**src/rtl/pwct_pkg.sv**
```systemverilog
// ----------------------------------------------------------------------------
// pwct_pkg
// shared types, constants and helpers for the pulse width command transmitter
// ----------------------------------------------------------------------------
`default_nettype none

package pwct_pkg;

   localparam int COMMAND_BITS  = 16;
   localparam int PREAMBLE_BITS = 8;
   localparam int TIMER_BITS    = 17;
   localparam int REG_BITS      = 17;
   localparam int CMD_IN_BITS   = 16;
   localparam int TOTAL_BITS    = 2 * PREAMBLE_BITS + COMMAND_BITS;
   localparam int BITS_W        = $clog2(TOTAL_BITS + 1);
   localparam int CSR_IDX_W     = 3;

   localparam logic [REG_BITS-1:0] HEADER_LOW_RST  = REG_BITS'(9000);
   localparam logic [REG_BITS-1:0] HEADER_HIGH_RST = REG_BITS'(4500);
   localparam logic [REG_BITS-1:0] ZERO_HIGH_RST   = REG_BITS'(500);
   localparam logic [REG_BITS-1:0] ONE_HIGH_RST    = REG_BITS'(1500);
   localparam logic [REG_BITS-1:0] GAP_LOW_RST     = REG_BITS'(500);
   localparam logic [REG_BITS-1:0] REST_RST        = REG_BITS'(100000);

   localparam logic [TIMER_BITS-1:0] TIMER_MAX = {TIMER_BITS{1'b1}};

   typedef enum logic [CSR_IDX_W-1:0] {
      CSR_HEADER_LOW  = 3'd0,
      CSR_HEADER_HIGH = 3'd1,
      CSR_ZERO_HIGH   = 3'd2,
      CSR_ONE_HIGH    = 3'd3,
      CSR_GAP_LOW     = 3'd4,
      CSR_REST        = 3'd5
   } csr_index_type;

   typedef enum logic [2:0] {
      PH_IDLE     = 3'd0,
      PH_HDR_LOW  = 3'd1,
      PH_HDR_HIGH = 3'd2,
      PH_GAP      = 3'd3,
      PH_PULSE    = 3'd4,
      PH_TAIL     = 3'd5,
      PH_REST     = 3'd6
   } phase_type;

   typedef struct packed {
      logic [REG_BITS-1:0] header_low_ticks;
      logic [REG_BITS-1:0] header_high_ticks;
      logic [REG_BITS-1:0] zero_high_ticks;
      logic [REG_BITS-1:0] one_high_ticks;
      logic [REG_BITS-1:0] gap_low_ticks;
      logic [REG_BITS-1:0] rest_ticks;
   } cfg_type;

   typedef struct packed {
      logic line_level;
      logic busy_res;
      logic accepted;
   } result_type;

   // saturate to the timer range, zero counts as one tick
   function automatic logic [TIMER_BITS-1:0] load_len(input logic [REG_BITS-1:0] v);
      logic [TIMER_BITS-1:0] t;
      if (REG_BITS > TIMER_BITS && v > REG_BITS'(TIMER_MAX)) begin
         t = TIMER_MAX;
      end else begin
         t = TIMER_BITS'(v);
      end
      if (t == '0) begin
         t = TIMER_BITS'(1);
      end
      return t;
   endfunction

endpackage

`default_nettype wire

```
**src/rtl/pwct_csr.sv**
```systemverilog
// ----------------------------------------------------------------------------
// pwct_csr
// timing registers written through the csr port
// ----------------------------------------------------------------------------
`default_nettype none

module pwct_csr (
   input  wire logic                               clock,
   input  wire logic                               reset,
   input  wire logic                               csr_we,
   input  wire logic [pwct_pkg::CSR_IDX_W-1:0]     csr_index,
   input  wire logic [pwct_pkg::REG_BITS-1:0]      csr_wdata,
   output pwct_pkg::cfg_type                       cfg
);
   import pwct_pkg::*;

   cfg_type cfg_ff;
   cfg_type cfg_in;

   always_comb begin
      cfg_in = cfg_ff;
      if (csr_we) begin
         case (csr_index)
            CSR_HEADER_LOW:  cfg_in.header_low_ticks  = csr_wdata;
            CSR_HEADER_HIGH: cfg_in.header_high_ticks = csr_wdata;
            CSR_ZERO_HIGH:   cfg_in.zero_high_ticks   = csr_wdata;
            CSR_ONE_HIGH:    cfg_in.one_high_ticks    = csr_wdata;
            CSR_GAP_LOW:     cfg_in.gap_low_ticks     = csr_wdata;
            CSR_REST:        cfg_in.rest_ticks        = csr_wdata;
            default: ;
         endcase
      end
   end

   always_ff @(posedge clock) begin
      if (reset) begin
         cfg_ff.header_low_ticks  <= HEADER_LOW_RST;
         cfg_ff.header_high_ticks <= HEADER_HIGH_RST;
         cfg_ff.zero_high_ticks   <= ZERO_HIGH_RST;
         cfg_ff.one_high_ticks    <= ONE_HIGH_RST;
         cfg_ff.gap_low_ticks     <= GAP_LOW_RST;
         cfg_ff.rest_ticks        <= REST_RST;
      end else begin
         cfg_ff <= cfg_in;
      end
   end

   assign cfg = cfg_ff;

endmodule

`default_nettype wire

```
**src/rtl/pwct_core.sv**
```systemverilog
// ----------------------------------------------------------------------------
// pwct_core
// frame sequencer: phase, bit counter, tick timer, command shifter, line level
// ----------------------------------------------------------------------------
`default_nettype none

module pwct_core (
   input  wire logic                                 clock,
   input  wire logic                                 reset,
   input  wire logic                                 step,
   input  wire logic                                 mode,
   input  wire logic [pwct_pkg::CMD_IN_BITS-1:0]     command,
   input  pwct_pkg::cfg_type                         cfg,
   output pwct_pkg::result_type                      result
);
   import pwct_pkg::*;

   phase_type                phase_ff, phase_in;
   logic [BITS_W-1:0]        bits_left_ff, bits_left_in;
   logic [TIMER_BITS-1:0]    time_left_ff, time_left_in;
   logic [COMMAND_BITS-1:0]  shift_ff, shift_in;
   logic                     line_ff, line_in;
   logic                     accepted;
   logic                     busy;
   logic                     bit_val;

   assign busy = (phase_ff != PH_IDLE);

   // next data bit: preamble zeros, preamble ones, then command msb first
   always_comb begin
      if (bits_left_ff > BITS_W'(TOTAL_BITS - PREAMBLE_BITS)) begin
         bit_val = 1'b0;
      end else if (bits_left_ff > BITS_W'(TOTAL_BITS - 2 * PREAMBLE_BITS)) begin
         bit_val = 1'b1;
      end else begin
         bit_val = shift_ff[COMMAND_BITS-1];
      end
   end

   // next state
   always_comb begin
      phase_in     = phase_ff;
      bits_left_in = bits_left_ff;
      time_left_in = time_left_ff;
      shift_in     = shift_ff;
      line_in      = line_ff;
      accepted     = 1'b0;
      if (!busy) begin
         phase_in = PH_IDLE;
         line_in  = 1'b1;
      end
      if (mode) begin
         if (!busy) begin
            shift_in     = COMMAND_BITS'(command);
            bits_left_in = BITS_W'(TOTAL_BITS);
            phase_in     = PH_HDR_LOW;
            line_in      = 1'b0;
            time_left_in = load_len(cfg.header_low_ticks);
            accepted     = 1'b1;
         end
      end else if (busy) begin
         if (time_left_ff > TIMER_BITS'(1)) begin
            time_left_in = time_left_ff - TIMER_BITS'(1);
         end else begin
            case (phase_ff)
               PH_HDR_LOW: begin
                  phase_in     = PH_HDR_HIGH;
                  line_in      = 1'b1;
                  time_left_in = load_len(cfg.header_high_ticks);
               end
               PH_HDR_HIGH, PH_PULSE: begin
                  phase_in     = (bits_left_ff != '0) ? PH_GAP : PH_TAIL;
                  line_in      = 1'b0;
                  time_left_in = load_len(cfg.gap_low_ticks);
               end
               PH_GAP: begin
                  if (bits_left_ff <= BITS_W'(TOTAL_BITS - 2 * PREAMBLE_BITS)) begin
                     shift_in = {shift_ff[COMMAND_BITS-2:0], 1'b0};
                  end
                  bits_left_in = bits_left_ff - BITS_W'(1);
                  phase_in     = PH_PULSE;
                  line_in      = 1'b1;
                  time_left_in = bit_val ? load_len(cfg.one_high_ticks)
                                         : load_len(cfg.zero_high_ticks);
               end
               PH_TAIL: begin
                  line_in = 1'b1;
                  if (cfg.rest_ticks == '0) begin
                     phase_in     = PH_IDLE;
                     time_left_in = '0;
                  end else begin
                     phase_in     = PH_REST;
                     time_left_in = load_len(cfg.rest_ticks);
                  end
               end
               default: begin
                  phase_in     = PH_IDLE;
                  line_in      = 1'b1;
                  time_left_in = '0;
               end
            endcase
         end
      end
   end

   // result of this step
   always_comb begin
      result.line_level = line_in;
      result.busy_res   = (phase_in != PH_IDLE);
      result.accepted   = accepted;
   end

   always_ff @(posedge clock) begin
      if (reset) begin
         phase_ff     <= PH_IDLE;
         bits_left_ff <= '0;
         time_left_ff <= '0;
         shift_ff     <= '0;
         line_ff      <= 1'b1;
      end else if (step) begin
         phase_ff     <= phase_in;
         bits_left_ff <= bits_left_in;
         time_left_ff <= time_left_in;
         shift_ff     <= shift_in;
         line_ff      <= line_in;
      end
   end

endmodule

`default_nettype wire

```
**src/rtl/pwct_out.sv**
```systemverilog
// ----------------------------------------------------------------------------
// pwct_out
// result register with valid/ready handshake
// ----------------------------------------------------------------------------
`default_nettype none

module pwct_out (
   input  wire logic              clock,
   input  wire logic              reset,
   input  wire logic              load,
   input  pwct_pkg::result_type   result,
   output logic                   load_ready,
   output logic                   rsp_valid,
   input  wire logic              rsp_ready,
   output logic                   rsp_line_level,
   output logic                   rsp_busy_res,
   output logic                   rsp_accepted
);
   import pwct_pkg::*;

   logic       valid_ff;
   logic       valid_in;
   result_type data_ff;

   assign load_ready = !valid_ff || rsp_ready;
   assign valid_in   = load || (valid_ff && !rsp_ready);

   always_ff @(posedge clock) begin
      if (reset) begin
         valid_ff <= 1'b0;
      end else begin
         valid_ff <= valid_in;
      end
   end

   always_ff @(posedge clock) begin
      if (load) begin
         data_ff <= result;
      end
   end

   assign rsp_valid      = valid_ff;
   assign rsp_line_level = data_ff.line_level;
   assign rsp_busy_res   = data_ff.busy_res;
   assign rsp_accepted   = data_ff.accepted;

endmodule

`default_nettype wire

```
**src/rtl/pulse_width_command_transmitter_unit.sv**
```systemverilog
// ----------------------------------------------------------------------------
// pulse_width_command_transmitter_unit
// pulse coded command frame generator driven by start and tick words
//
// req channel: one word per step. mode 1 starts a frame with req_command,
// mode 0 is one timer tick. a start while a frame or its rest time runs is
// dropped and reported with rsp_accepted low.
// rsp channel: one word per req word, giving line level and busy after the
// step, plus the accepted flag.
// csr port: write-only timing registers, indexes 0..5, to be taken while idle:
// the user must write them only then; the block does not enforce it. the rsp
// word is registered and appears in the cycle after its req word is taken.
// throughput: one word per cycle; the sequencer updates as the word is taken
// stall: while rsp_ready is low a held rsp word blocks req_ready, so no
// word is lost; the next req is taken in the cycle the held one drains.
// reset: line high, sequencer idle, timing registers at defaults, no rsp.
// ----------------------------------------------------------------------------
`default_nettype none

module pulse_width_command_transmitter_unit (
   input  wire logic                               clock,
   input  wire logic                               reset,
   input  wire logic                               req_valid,
   output logic                                    req_ready,
   input  wire logic                               req_mode,
   input  wire logic [pwct_pkg::CMD_IN_BITS-1:0]   req_command,
   output logic                                    rsp_valid,
   input  wire logic                               rsp_ready,
   output logic                                    rsp_line_level,
   output logic                                    rsp_busy_res,
   output logic                                    rsp_accepted,
   input  wire logic                               csr_we,
   input  wire logic [pwct_pkg::CSR_IDX_W-1:0]     csr_index,
   input  wire logic [pwct_pkg::REG_BITS-1:0]      csr_wdata
);
   import pwct_pkg::*;

   cfg_type    cfg;
   result_type result;
   logic       step;

   assign step = req_valid && req_ready;

   pwct_csr u_csr (
      .clock     (clock),
      .reset     (reset),
      .csr_we    (csr_we),
      .csr_index (csr_index),
      .csr_wdata (csr_wdata),
      .cfg       (cfg)
   );

   pwct_core u_core (
      .clock   (clock),
      .reset   (reset),
      .step    (step),
      .mode    (req_mode),
      .command (req_command),
      .cfg     (cfg),
      .result  (result)
   );

   pwct_out u_out (
      .clock          (clock),
      .reset          (reset),
      .load           (step),
      .result         (result),
      .load_ready     (req_ready),
      .rsp_valid      (rsp_valid),
      .rsp_ready      (rsp_ready),
      .rsp_line_level (rsp_line_level),
      .rsp_busy_res   (rsp_busy_res),
      .rsp_accepted   (rsp_accepted)
   );

endmodule

`default_nettype wire

```
**config.mk**
```make
export PLATFORM = sky130hd
export DESIGN_NAME = pulse_width_command_transmitter_unit
export DESIGN_NICKNAME = d
export VERILOG_FILES = /design/src/rtl/pwct_pkg.sv /design/src/rtl/pwct_csr.sv /design/src/rtl/pwct_core.sv /design/src/rtl/pwct_out.sv /design/src/rtl/pulse_width_command_transmitter_unit.sv
export SDC_FILE = /design/constraint.sdc
export NUM_CORES = 1
export LEC_CHECK = 0
export BUFFER_PORTS_ARGS = -buffer_cell sky130_fd_sc_hd__buf_2
export CORE_AREA = 5 5 142 144
export DETAILED_ROUTE_END_ITERATION = 8
export DIE_AREA = 0 0 147 149
export PLACE_DENSITY = 0.63
export SLEW_MARGIN = 20
export SYNTH_ARGS = -nofsm -noshare
export SYNTH_HDL_FRONTEND = slang
export SYNTH_SLANG_ARGS = --single-unit
```
**constraint.sdc**
```tcl
create_clock -name clock -period 5.1 [get_ports clock]
set_input_delay 0.255 -clock clock [delete_from_list [all_inputs] [get_ports clock]]
set_output_delay 0.255 -clock clock [all_outputs]
set_load 0.03 [all_outputs]
```
**Yosys cells after proc, flatten, opt, wreduce, memory -nomap -nowiden**

Index checks and enable logic that the tools add are counted.
Widths: inputs -> output; s select.

- Add/sub/neg operators: 2
- Multipliers: 0
- Div/mod/pow operators: 0
- $lt $le $gt $ge: 4
- Equal/unequal tests: 12
- Shift operators: 0
- Muxes and demuxes: 64
- Bitwise logic cells: 0
- Reduce and logical (&&, ||, !) cells: 30

Operators by type and width:

| operator | count |
|---|---|
| $mux 17 | 35 |
| $logic_not 17->1 | 7 |
| $mux 16 | 6 |
| $pmux 17 s4 | 1 |
| $mux 6 | 5 |
| $mux 3 | 7 |
| $gt 17x1->1 const B | 1 |
| $sub 17x1->17 const B | 1 |
| $eq 3x2->1 const B | 4 |
| $eq 3x3->1 const B | 4 |
| $gt 6x5->1 const B | 2 |
| $pmux 3 s4 | 1 |
| $reduce_and 2->1 | 6 |
| $mux 1 | 9 |
| $eq 3x1->1 const B | 2 |
| $le 6x5->1 const B | 1 |
| $reduce_and 6->1 | 1 |
| $reduce_bool 2->1 | 3 |
| $reduce_bool 3->1 | 2 |
| $reduce_bool 6->1 | 1 |
| $sub 6x1->6 const B | 1 |
| $reduce_and 5->1 | 1 |
| $ne 2x2->1 const B | 2 |
| $logic_not 3->1 | 1 |
| 5 further kinds | 8 |

- Register bits after elaboration: 149
- Latch bits: 0
- Memory bits (writable): 0
- ROM bits: 0
- Input port bits: 42
- Output and inout port bits: 5
- Word-level logic and storage cells: 127
- Memories: 0

**Depth between registers and ports, before layout**

- Depth in word-level cells: 13
- Depth in mapped cells: 9
- Depth with buffers taken out: 8

**Modules after synthesis**

Synthesis repeated with hierarchy kept, for this count alone.

- Cells, all modules: 884
- Area, all modules: 7952.6 um^2

By module, submodules not included:

| module | times used | cells an instance | area each (um^2) | seq. area each (um^2) |
|---|---|---|---|---|
| pwct_csr | 1 | 375 | 4038.9 | 2042.0 |
| pwct_core | 1 | 501 | 3771.1 | 860.8 |
| pwct_out | 1 | 7 | 136.4 | 110.1 |
| pulse_width_command_transmitter_unit | 1 | 1 | 6.3 | 0.0 |

**Worst setup path after synthesis**

OpenSTA, ideal clock, no wires.

- Kind: reg-to-reg
- From: reg u_core.time_left_ff[1]
- To: reg u_out.data_ff, in the netlist u_out.rsp_busy_res (data pin)
- Library setup time: 0.263 ns
- Arrival: 1.997 ns
- Required time: 4.837 ns
- Path slack: 2.840 ns
- Stages on the path, launching flop included: 10
- Buffers on the path: 1
- Period minus slack after synthesis: 2.260 ns
- Cells stage by stage: dfxtp_1 -> inv_1 -> ha_1 -> o21ba_2 -> and3b_1 -> and3_1 -> and2_1 -> buf_4 -> a22o_1 -> a2111o_1

RTL lines:

| element | RTL line | RTL |
|---|---|---|
| start, declared | pwct_core.sv:20 | `logic [TIMER_BITS-1:0] time_left_ff, time_left_in;` |
| start signal, assigned | pwct_core.sv:123 | `time_left_ff <= time_left_in;` |
| end signal, assigned | pwct_out.sv:38 | `data_ff <= result;` |
| end, declared | pwct_out.sv:23 | `result_type data_ff;` |

**Final worst setup path**

- From: reg u_core.phase_ff[0]
- To: reg u_core.bits_left_ff[1]

- Word-level cells in the longest chain between the ends: 3

Ends and longest elaborated chain:

| element | RTL line | RTL |
|---|---|---|
| start, declared | pwct_core.sv:18 | `phase_type phase_ff, phase_in;` |
| start signal, assigned | pwct_core.sv:121 | `phase_ff <= phase_in;` |
| $reduce_bool 3->1 / $eq 3x2->1 (equally long branches) | pwct_core.sv:27, pwct_core.sv:65 |  |
| $ne 2x2->1 (no source line) / $reduce_bool 2->1 (equally long branches) | -- |  |
| $reduce_and 5->1 (no source line) * | -- |  |
| end signal, assigned | pwct_core.sv:122 | `bits_left_ff <= bits_left_in;` |
| end, declared | pwct_core.sv:19 | `logic [BITS_W-1:0] bits_left_ff, bits_left_in;` |

Mark *: on every way between the ends. The rest lies on a longest branch, timed or not.
A chain may end at the register's enable or synchronous reset.

==> flow_summary.ini <==
[sta]
hold_viol = 0
fin_crit_sh_pct = 57.7
tns_ns = 0
skew_ns = 0.00755
fin_crit_ns = 2.94
slew_violations = 0
rsz0062_at_grt = false
tightest_slew_ns = 1.09
report.final.setup_viol = 0
relSlewSlack_pct = 27.2
fmax_ghz = 0.340

[floorplan]
rows = 50
die_w_um = 147
io_pins = 47
die_area_um2 = 21900
initial_core_util_pct = 39.6
die_y_um = 149
core_um2 = 18600

[global_routing]
grt_max_degree = 84
grt_usage_pct = 20.9
grt_pass1_vias = 6277
antenna_found_initial = 0
overflow = 0
grt_first_pass_wirelength_um = 36000

[setup_path]
rr_worst_depth = 5
cp.buffers_inverters = 0
cp_data_required_time_ns = 5.45
arrival_ns = 3.30
critPathTopFamily = simple AND/OR/NAND/NOR gates
rrSetupSlack_ns = 2.16
crit_path_top_delay_cell = dfxtp_1
critPathKind = flip-flop to flip-flop
crit_chain = nand3b_1 > nor3_4 > o21ai_2 > or3_1 > a21oi_1
cp_slowest_stage_delay_ns = 0.96
cp-start-kind = flip-flop
worst-path-max-fanout = 28
endpoint_kind = flip-flop
cp.depth = 5

[cts]
htreeDepth = 4
cts_tree = built
cts_made_buffers = 17
clk_latency_ns = 0.43
holdBufCountCts = 0
cts_buffer_depth = 2
clock_sinks = 149
clkTransAtPathRegs_ns = 0.06
root_buffer = clkbuf_16
cts-resized-gates = 0
post_cts_buffers = 0

[min_path]
hp-class = input port to flip-flop
holdPathStages = 3

[drt]
viasPerCell = 5.81
drc = 0
postRouteAntennaNets = 0
drt_first_pass_iters = 5
drt_iter0_markers = 814
num_vias = 6897
wl_um = 22900
wl_per_cell_um = 19.3

[synthesis]
synth-edff-count = 3
avgSynthCellArea_um2 = 7.85
syn-num-nets = 982
yosys.area.top_type = dfxtp_1
synthTopCellsByArea = dfxtp_1, nand2_1, a21oi_1, mux2i_1, nand3_1
ys_ff_latch = 149
ys_warn_count = 0
synth_ff_type = dfxtp_1
async_flop_share_pct = 0
synth_cell_type_count = 74
synthCells = 937
yosysSeqAreaShare_pct = 41.0
yosys.area.top_type_share_pct = 39.7
synth_area_um2 = 7350

[job]
cap_violations = 0

[layout]
diodes = 0
layout.nets = 986
syn_to_final_growth_pct = 11.6
drive_above_1_share_pct = 12.6

[power]
vdd_drop_max_uv = 249
pwr_density_cell_nw_per_um2 = 363
power.total_uw = 2980
static-leakage-power_uw = 0.00300

[placement]
dp_hpwl_um = 16000
place.gp.congestion = 0.910
numPortBuffers = 46

[outcome]
outcome = completed
==> cell usage in the layout, fill, tap and decap left out, types with 11 or more instances in the layout <==
cell / n
a21oi_1: 87
nand3_1: 45
nor2_1: 52
clkbuf_16: 18
nor3_1: 17
inv_1: 11
nor4_1: 27
buf_2: 45
dfxtp_1: 146
o21ai_0: 22
nand2_1: 241
mux2i_1: 28
a22oi_1: 12
a211oi_1: 13
o21ai_1: 13
==> worst paths after layout <==
| check | end | from |
|---|---|---|
| setup / recovery | u_core.bits_left_ff[1] | u_core.phase_ff[0] |
| hold / removal | u_out.rsp_valid | req_valid |
| setup reg to reg | u_core.bits_left_ff[1] | u_core.phase_ff[0] |
| hold reg to reg | u_csr.cfg[100] | u_csr.cfg[100] |
==> Yosys cell counts (4+ instances only) <==
master	instances
xnor2_1	4
and3_1	7
nand4_1	6
and2_1	4
a21oi_1	87
a211oi_1	13
buf_1	6
a31oi_1	5
mux2i_1	28
nand2b_1	4
dfxtp_1	146
o21ai_1	13
o211ai_1	4
o21ai_0	22
buf_2	12
o31ai_1	4
xor2_1	8
inv_1	11
or4_1	4
clkbuf_1	42
o221ai_1	6
a22oi_1	12
nor4_1	27
mux2_2	9
nand3_1	45
nor2_1	53
a221oi_1	9
or3_1	9
nand2_1	241
nor3_1	17
a211oi_2	7
==> registers in the layout (all words and copies together), names as in the netlist <==
name,cells
u_out.rsp_line_level,1
u_out.rsp_valid,1
u_csr.cfg,102
u_core.bits_left_ff,6
u_core.time_left_ff,17
u_core.line_ff,1
u_core.phase_ff,3
u_out.rsp_accepted,1
u_out.rsp_busy_res,1
u_core.shift_ff,16
==> per-layer routing <==
| metal | GRT usage [%] | vias to the layer above | routed length, um |
|---|---|---|---|
| li1 | - | 3361 | - |
| met1 | 29.1 | 3232 | 10400 |
| met2 | 32.3 | 264 | 10400 |
| met3 | 3.10 | 40 | 1380 |
| met4 | 9.32 | 0 | 758 |
| met5 | 0 | - | 0 |
==> power breakdown <==
group          internal (uW)  switching (uW)  total, uW  leakage [uW]
Combinational            169             302        471       0.00150
Sequential              1220            68.9       1290       0.00122
Clock                    686             534       1220      0.000276
==> area by class of cell <==
cell class	instances	area, um2
Fill cell	1888	10400
Clock buffer	21	482
Sequential cell	149	3010
Multi-Input combinational cell	710	4010
Tap cell	234	293
Clock inverter	11	90.1
Inverter	13	48.8
Timing Repair Buffer	50	263
==> metrics by stage <==
step | hold WS, ns | instance area (um2) | worst slack [ns] | util, % | instances
finish | 0.0944 | 8200 | 2.16 | 44.1 | 1188
global route | 0.0913 | 8200 | 1.92 | 44.1 | 1188
CTS | 0.0793 | 8200 | 1.88 | 44.1 | 1188
detailed placement | 0.467 | 7630 | 1.89 | 41.0 | 1156
global placement | 0.461 | 7630 | 2.03 | 41.0 | 1156
floorplan | 0.379 | 7350 | 2.84 | - | 937
==> cells by family (layout without fill, tap and decap cells) <==
group                      Yosys count  after routing  share of synthesized area, %
DFF                                149            149                          41.0
xor gates and xnor gates            12             12                          1.43
adders and majority gates            3              3                         0.511
and+or+nand+nor                    442            442                          27.9
buffers and inverters               78             95                          4.54
AOI/OAI and AO/OA                  216            216                          19.4
muxes                               37             37                          5.19
==> worst reg2reg max path: stages, from the launching register on <==
cell      delay, ns
dfxtp_1        0.96
nand3b_1       0.77
nor3_4         0.47
o21ai_2        0.17
or3_1          0.35
a21oi_1        0.16
No activity file was read; power rests on OpenSTA's default activity.
